### src/hw/rtl/fipa_pkg.sv
`timescale 1ns / 1ps
package fipa_pkg;

	// Field widths of the request and response beats and of the configuration fields.
	localparam int OP_W   = 2;
	localparam int IDX_W  = 10;
	localparam int OFS_W  = 22;
	localparam int CNT_W  = 11;
	localparam int SIZE_W = 13;
	localparam int LOG_W  = 4;

	// Configuration port.
	localparam int PADDR_W = 3;
	localparam int PDATA_W = 32;

	// Limits applied to the configuration registers, and the reset values.
	localparam logic [LOG_W-1:0]  ALIGN_LOG2_MIN = 4'd3;
	localparam logic [LOG_W-1:0]  ALIGN_LOG2_MAX = 4'd12;
	localparam logic [SIZE_W-1:0] ITEM_SIZE_MAX  = 13'd4096;
	localparam logic [SIZE_W-1:0] ITEM_SIZE_RST  = 13'd8;
	localparam logic [LOG_W-1:0]  ALIGN_LOG2_RST = 4'd3;
	localparam logic [SIZE_W-1:0] ALIGNED_RST    = 13'd8;

	// The live count saturates at its all-ones value.
	localparam logic [CNT_W-1:0] LIVE_MAX = '1;

	typedef enum logic [OP_W-1:0] {
		OP_ALLOC   = 2'd0,
		OP_FREE    = 2'd1,
		OP_RESTART = 2'd2
	} op_t;

	typedef enum logic {
		REG_ITEM_SIZE  = 1'b0,
		REG_ALIGN_LOG2 = 1'b1
	} reg_idx_t;

	typedef enum logic {
		ST_IDLE,
		ST_EXEC
	} state_t;

	typedef struct packed {
		logic [SIZE_W-1:0] item_size;
		logic [LOG_W-1:0]  align_log2;
	} cfg_t;

	typedef struct packed {
		logic accept;
		logic commit;
	} cmd_t;

endpackage

### src/hw/rtl/fipa_regs.sv
`timescale 1ns / 1ps
module fipa_regs import fipa_pkg::*; (
	input  logic               clk,
	input  logic               arst_n,
	input  logic               psel,
	input  logic               penable,
	input  logic               pwrite,
	input  logic [PADDR_W-1:0] paddr,
	input  logic [PDATA_W-1:0] pwdata,
	output logic [PDATA_W-1:0] prdata,
	output logic               pready,
	output cfg_t               cfg
);

	cfg_t     cfg_q;
	reg_idx_t reg_idx;
	logic     wr_en;

	assign pready  = 1'b1;
	assign reg_idx = reg_idx_t'(paddr[2]);
	assign wr_en   = psel && penable && pwrite && pready;
	assign cfg     = cfg_q;

	always_ff @(posedge clk or negedge arst_n) begin
		if (!arst_n) begin
			cfg_q.item_size  <= ITEM_SIZE_RST;
			cfg_q.align_log2 <= ALIGN_LOG2_RST;
		end else if (wr_en) begin
			unique case (reg_idx)
				REG_ITEM_SIZE:  cfg_q.item_size  <= pwdata[SIZE_W-1:0];
				REG_ALIGN_LOG2: cfg_q.align_log2 <= pwdata[LOG_W-1:0];
				default: ;
			endcase
		end
	end

	always_comb begin
		prdata = '0;
		unique case (reg_idx)
			REG_ITEM_SIZE:  prdata = PDATA_W'(cfg_q.item_size);
			REG_ALIGN_LOG2: prdata = PDATA_W'(cfg_q.align_log2);
			default: ;
		endcase
	end

endmodule

### config.mk
export PLATFORM = sky130hd
export DESIGN_NAME = fipa_regs
export DESIGN_NICKNAME = d
export VERILOG_FILES = /design/src/hw/rtl/fipa_pkg.sv /design/src/hw/rtl/fipa_regs.sv
export SDC_FILE = /design/constraint.sdc
export NUM_CORES = 1
export LEC_CHECK = 0
export ABC_AREA = 1
export BUFFER_PORTS_ARGS = -buffer_cell sky130_fd_sc_hd__buf_2
export CAP_MARGIN = 20
export CORE_MARGIN = 4
export CORE_UTILIZATION = 33
export CTS_CLUSTER_SIZE = 40
export DETAILED_ROUTE_END_ITERATION = 8
export PLACE_DENSITY_LB_ADDON = 0.12
export SYNTH_ARGS = -nofsm -noshare
export SYNTH_HDL_FRONTEND = slang
export SYNTH_SLANG_ARGS = --single-unit
### constraint.sdc
create_clock -name clk -period 0.89 [get_ports clk]
set_clock_uncertainty 0.2 [all_clocks]
set_input_delay 0.1335 -clock clk [delete_from_list [all_inputs] [get_ports clk]]
set_output_delay 0.1335 -clock clk [all_outputs]
set_load 0.005 [all_outputs]
==> results_dict.tcl <==
set metrics [dict create \
    final_common_cell "sky130_fd_sc_hd__buf_2" \
    largest_incremental_delay_on_the_critical_path_ns 0.55 \
    dieWidth_um 62.87 \
    finalWorstPathRequiredPeriod_ns 1.377 \
    drt-vias-per-instance 4.244 \
    initial_cell_density_of_the_core 0.3541 \
    cellPowerDensity_nw_per_um2 1662 \
    hold_buf_count_cts 1 \
    post_synth_mux_area_share 0 \
    finalWeightedCongestion 0.7148 \
    critical_path_required_ns 0.56 \
    final-instance-count-excl-fill 225 \
    share_clk_of_total_power 0.176 \
    drtPass1Iterations 5 \
    wire_per_inst_um 11.03 \
    power.share.sequential 0.453 \
    synth.yosys.seq_area_share 0.4320 \
    place_ws_ns -0.2177 \
    filler_cell_count 278 \
    place_inst 211 \
    power_report.internal_total_w 0.001591 \
    crit_type "flop to output pin" \
    timing.final.max_slew_violations 0 \
    crit_arrival_ns 1.04 \
    max-clock-path-buffers 2 \
    num_io_pins 90 \
    synth-compound-area-share 0 \
    grt-ovfl-total 0 \
    net_count_reported_at_finish 235 \
    post-dp-hpwl_um 1887 \
    final.hold.worst_slack_ns -0.1283 \
    number_of_setup_violations_in_the_final_report 42 \
    setup.worst_path.end_class "output pin" \
    synth_area_leaders "sky130_fd_sc_hd__dfrtp_1 (35%), sky130_fd_sc_hd__nand2_1 (18%), sky130_fd_sc_hd__buf_4 (15%)" \
    cts-root-buf "sky130_fd_sc_hd__clkbuf_4" \
    synth_top_family_by_area "simple AND/OR/NAND/NOR gates" \
    initialDrtViolationCount 18 \
    power.leakage_nw 0.8472 \
    combPwrFrac 0.370 \
    crit_slowest_cell "sky130_fd_sc_hd__dfstp_2" \
    postPlaceCellArea_sq_um 1226 \
    syn_avg_cell_area_sq_um 7.584 \
    cts_made_buffers 3 \
    buffer_ports.inserted 48 \
    h_tree_depth 1 \
    critPathMostFrequentCell "sky130_fd_sc_hd__nand2_1" \
    fin_ws_ns -0.4872 \
    post_synth_instance_area_sq_um 993.5 \
    routed-via-count 955 \
    grt_pass1_vias 824 \
    drcViolationCount 0 \
    run_status "finished, violations left" \
    adder_cell_fraction_of_synth_area 0 \
    synthCells 131 \
    number_of_nets_with_antenna_violations_after_routing 0 \
    yosysUniqueCellTypes 15 \
    maximum_vdd_drop_mv 0.8377 \
    final_min_period_over_clock_period 1.547 \
    multi_input_comb_area_sq_um 421.7 \
    synth_xor_xnor_area_share 0 \
    antennaDiodeCount 0 \
    drv.max_cap_violation_count 0 \
    yosysTopAreaCellShare 0.3526 \
    yosys_warnings 0 \
    path_max_fanout 3 \
    cts_tree "built" \
    tritoncts_num_sinks 17 \
    drive_above_1_share 0.4124 \
    synth.ff_latch_count 17 \
    post_synth_and_or_nand_nor_area_fraction 0.3275 \
    start_kind "flop" \
    finish.instance_area_sq_um 1394 \
    cts.reportedPaths.clkPinSlew_ns 0.09 \
    timing.fmax_mhz 726.1 \
    grt_pass1_wl_um 3843 \
    power.share.switching 0.3132 \
    p_sw_w 0.0007256 \
    violations "negative hold slack, negative setup slack" \
    seqCellArea_sq_um 429.2 \
    flow.area_growth_from_synthesis_pct 40.30 \
    timing.critical_path.cells "nand2_1, nand2_1, buf_2" \
    clock_latency_ns 0.28 \
    largest_net_degree_at_the_start_of_global_routing 18 \
    gr-usage-all-layers 0.1210 \
    rsz0062_at_grt "yes" \
    min_path_type "primary input to flop" \
    wl_um 2482 \
    placement_rows 19 \
    die_height_um 62.87 \
    core_area_sq_um 2805 \
    largest_register_ff_count 17 \
    timing.setup.tns_ns -10.83 \
    final-hold-violation-count 17 \
    area_of_the_die_sq_um 3952 \
    grt_antenna_before_repair 0 \
    netlist.top_cell.by_area "sky130_fd_sc_hd__dfrtp_1" \
    most-common-layout-cells "sky130_fd_sc_hd__buf_2 (44), sky130_fd_sc_hd__nand2_1 (42), sky130_fd_sc_hd__conb_1 (20), sky130_fd_sc_hd__nand3_1 (17), sky130_fd_sc_hd__dfrtp_1 (14)" \
]
## stage by stage
step                      hold slack, ns  utilization  power [W]
final                            -0.1283       0.4969   0.002316
after floorplan                  -0.3621            -   0.001406
after detailed placement         -0.1233       0.4371   0.001704
after global routing             -0.1331       0.4969   0.002497
after CTS                        -0.1341       0.4652   0.002191
after global placement           -0.1219       0.4371   0.001693
## path summary, 6_finish.rpt
check,startpoint,to,slack [ns],depth (start not counted)
setup / recovery,cfg[1]$_DFFE_PN1P_,prdata[1],-0.49,3
hold / removal,pwdata[3],cfg[7]$_DFFE_PN1P_,-0.13,3
setup reg to reg,cfg[7]$_DFFE_PN1P_,cfg[7]$_DFFE_PN1P_,-0.12,3
hold reg to reg,cfg[1]$_DFFE_PN1P_,cfg[1]$_DFFE_PN1P_,0.28,2
max in group asynchronous,arst_n,cfg[7]$_DFFE_PN1P_,0.09,2
min in group asynchronous,arst_n,cfg[12]$_DFFE_PN0P_,0.09,2
## worst max-delay path: cells and delay by family (launching register included)
| family | cells | cell delay (ns) |
|---|---|---|
| DFF | 1 | 0.55 |
| buffers and inverters | 1 | 0.10 |
| and+or+nand+nor | 2 | 0.10 |
## synthesized netlist by cell type
library cell              instances
sky130_fd_sc_hd__nor2_1           9
sky130_fd_sc_hd__dfrtp_1         14
sky130_fd_sc_hd__inv_4            1
sky130_fd_sc_hd__nand4_1          1
sky130_fd_sc_hd__conb_1           2
sky130_fd_sc_hd__buf_6            2
sky130_fd_sc_hd__nand3_1         17
sky130_fd_sc_hd__buf_2            3
sky130_fd_sc_hd__nor2_4           1
sky130_fd_sc_hd__dfstp_2          3
sky130_fd_sc_hd__inv_1            9
sky130_fd_sc_hd__buf_4           20
sky130_fd_sc_hd__inv_2            1
sky130_fd_sc_hd__nand2_1         47
sky130_fd_sc_hd__nand4_2          1
## what timing repair did
action | CTS | global route
gates cloned | 0 | 0
setup buffers | 3 | 7
setup endpoints to repair | 34 | 37
pin swaps | 2 | 7
resized for setup | 4 | 12
hold endpoints to repair | 34 | 17
## layout make-up
type                            instances  share of cell area
Multi-Input combinational cell         96              0.3025
Clock buffer                            4             0.01885
Sequential cell                        17              0.3079
Inverter                               11             0.03501
Timing Repair Buffer                   66              0.3079
Tap cell                               31             0.02783
## power groups by stage
stage | registers [W] | clock network [W] | logic (W)
floorplan | 0.00106 | 0 | 0.000341
global placement | 0.00105 | 0 | 0.000643
detailed placement | 0.00106 | 0 | 0.000643
CTS | 0.00105 | 0.000424 | 0.000719
global route | 0.00107 | 0.000465 | 0.000960
finish | 0.00105 | 0.000409 | 0.000857
## cell families after synthesis
group | Yosys count
other cells | 2
buf+inv | 36
simple gates | 76
flops | 17
## metal layers
metal	track usage	up-vias	part of all wire
li1	-	489	-
met1	0.1441	425	0.41
met2	0.2069	37	0.50
met3	0.03417	4	0.081
met4	0.04132	0	0.011
met5	0	-	0
Note: power is estimated with default switching activity, not from simulation.
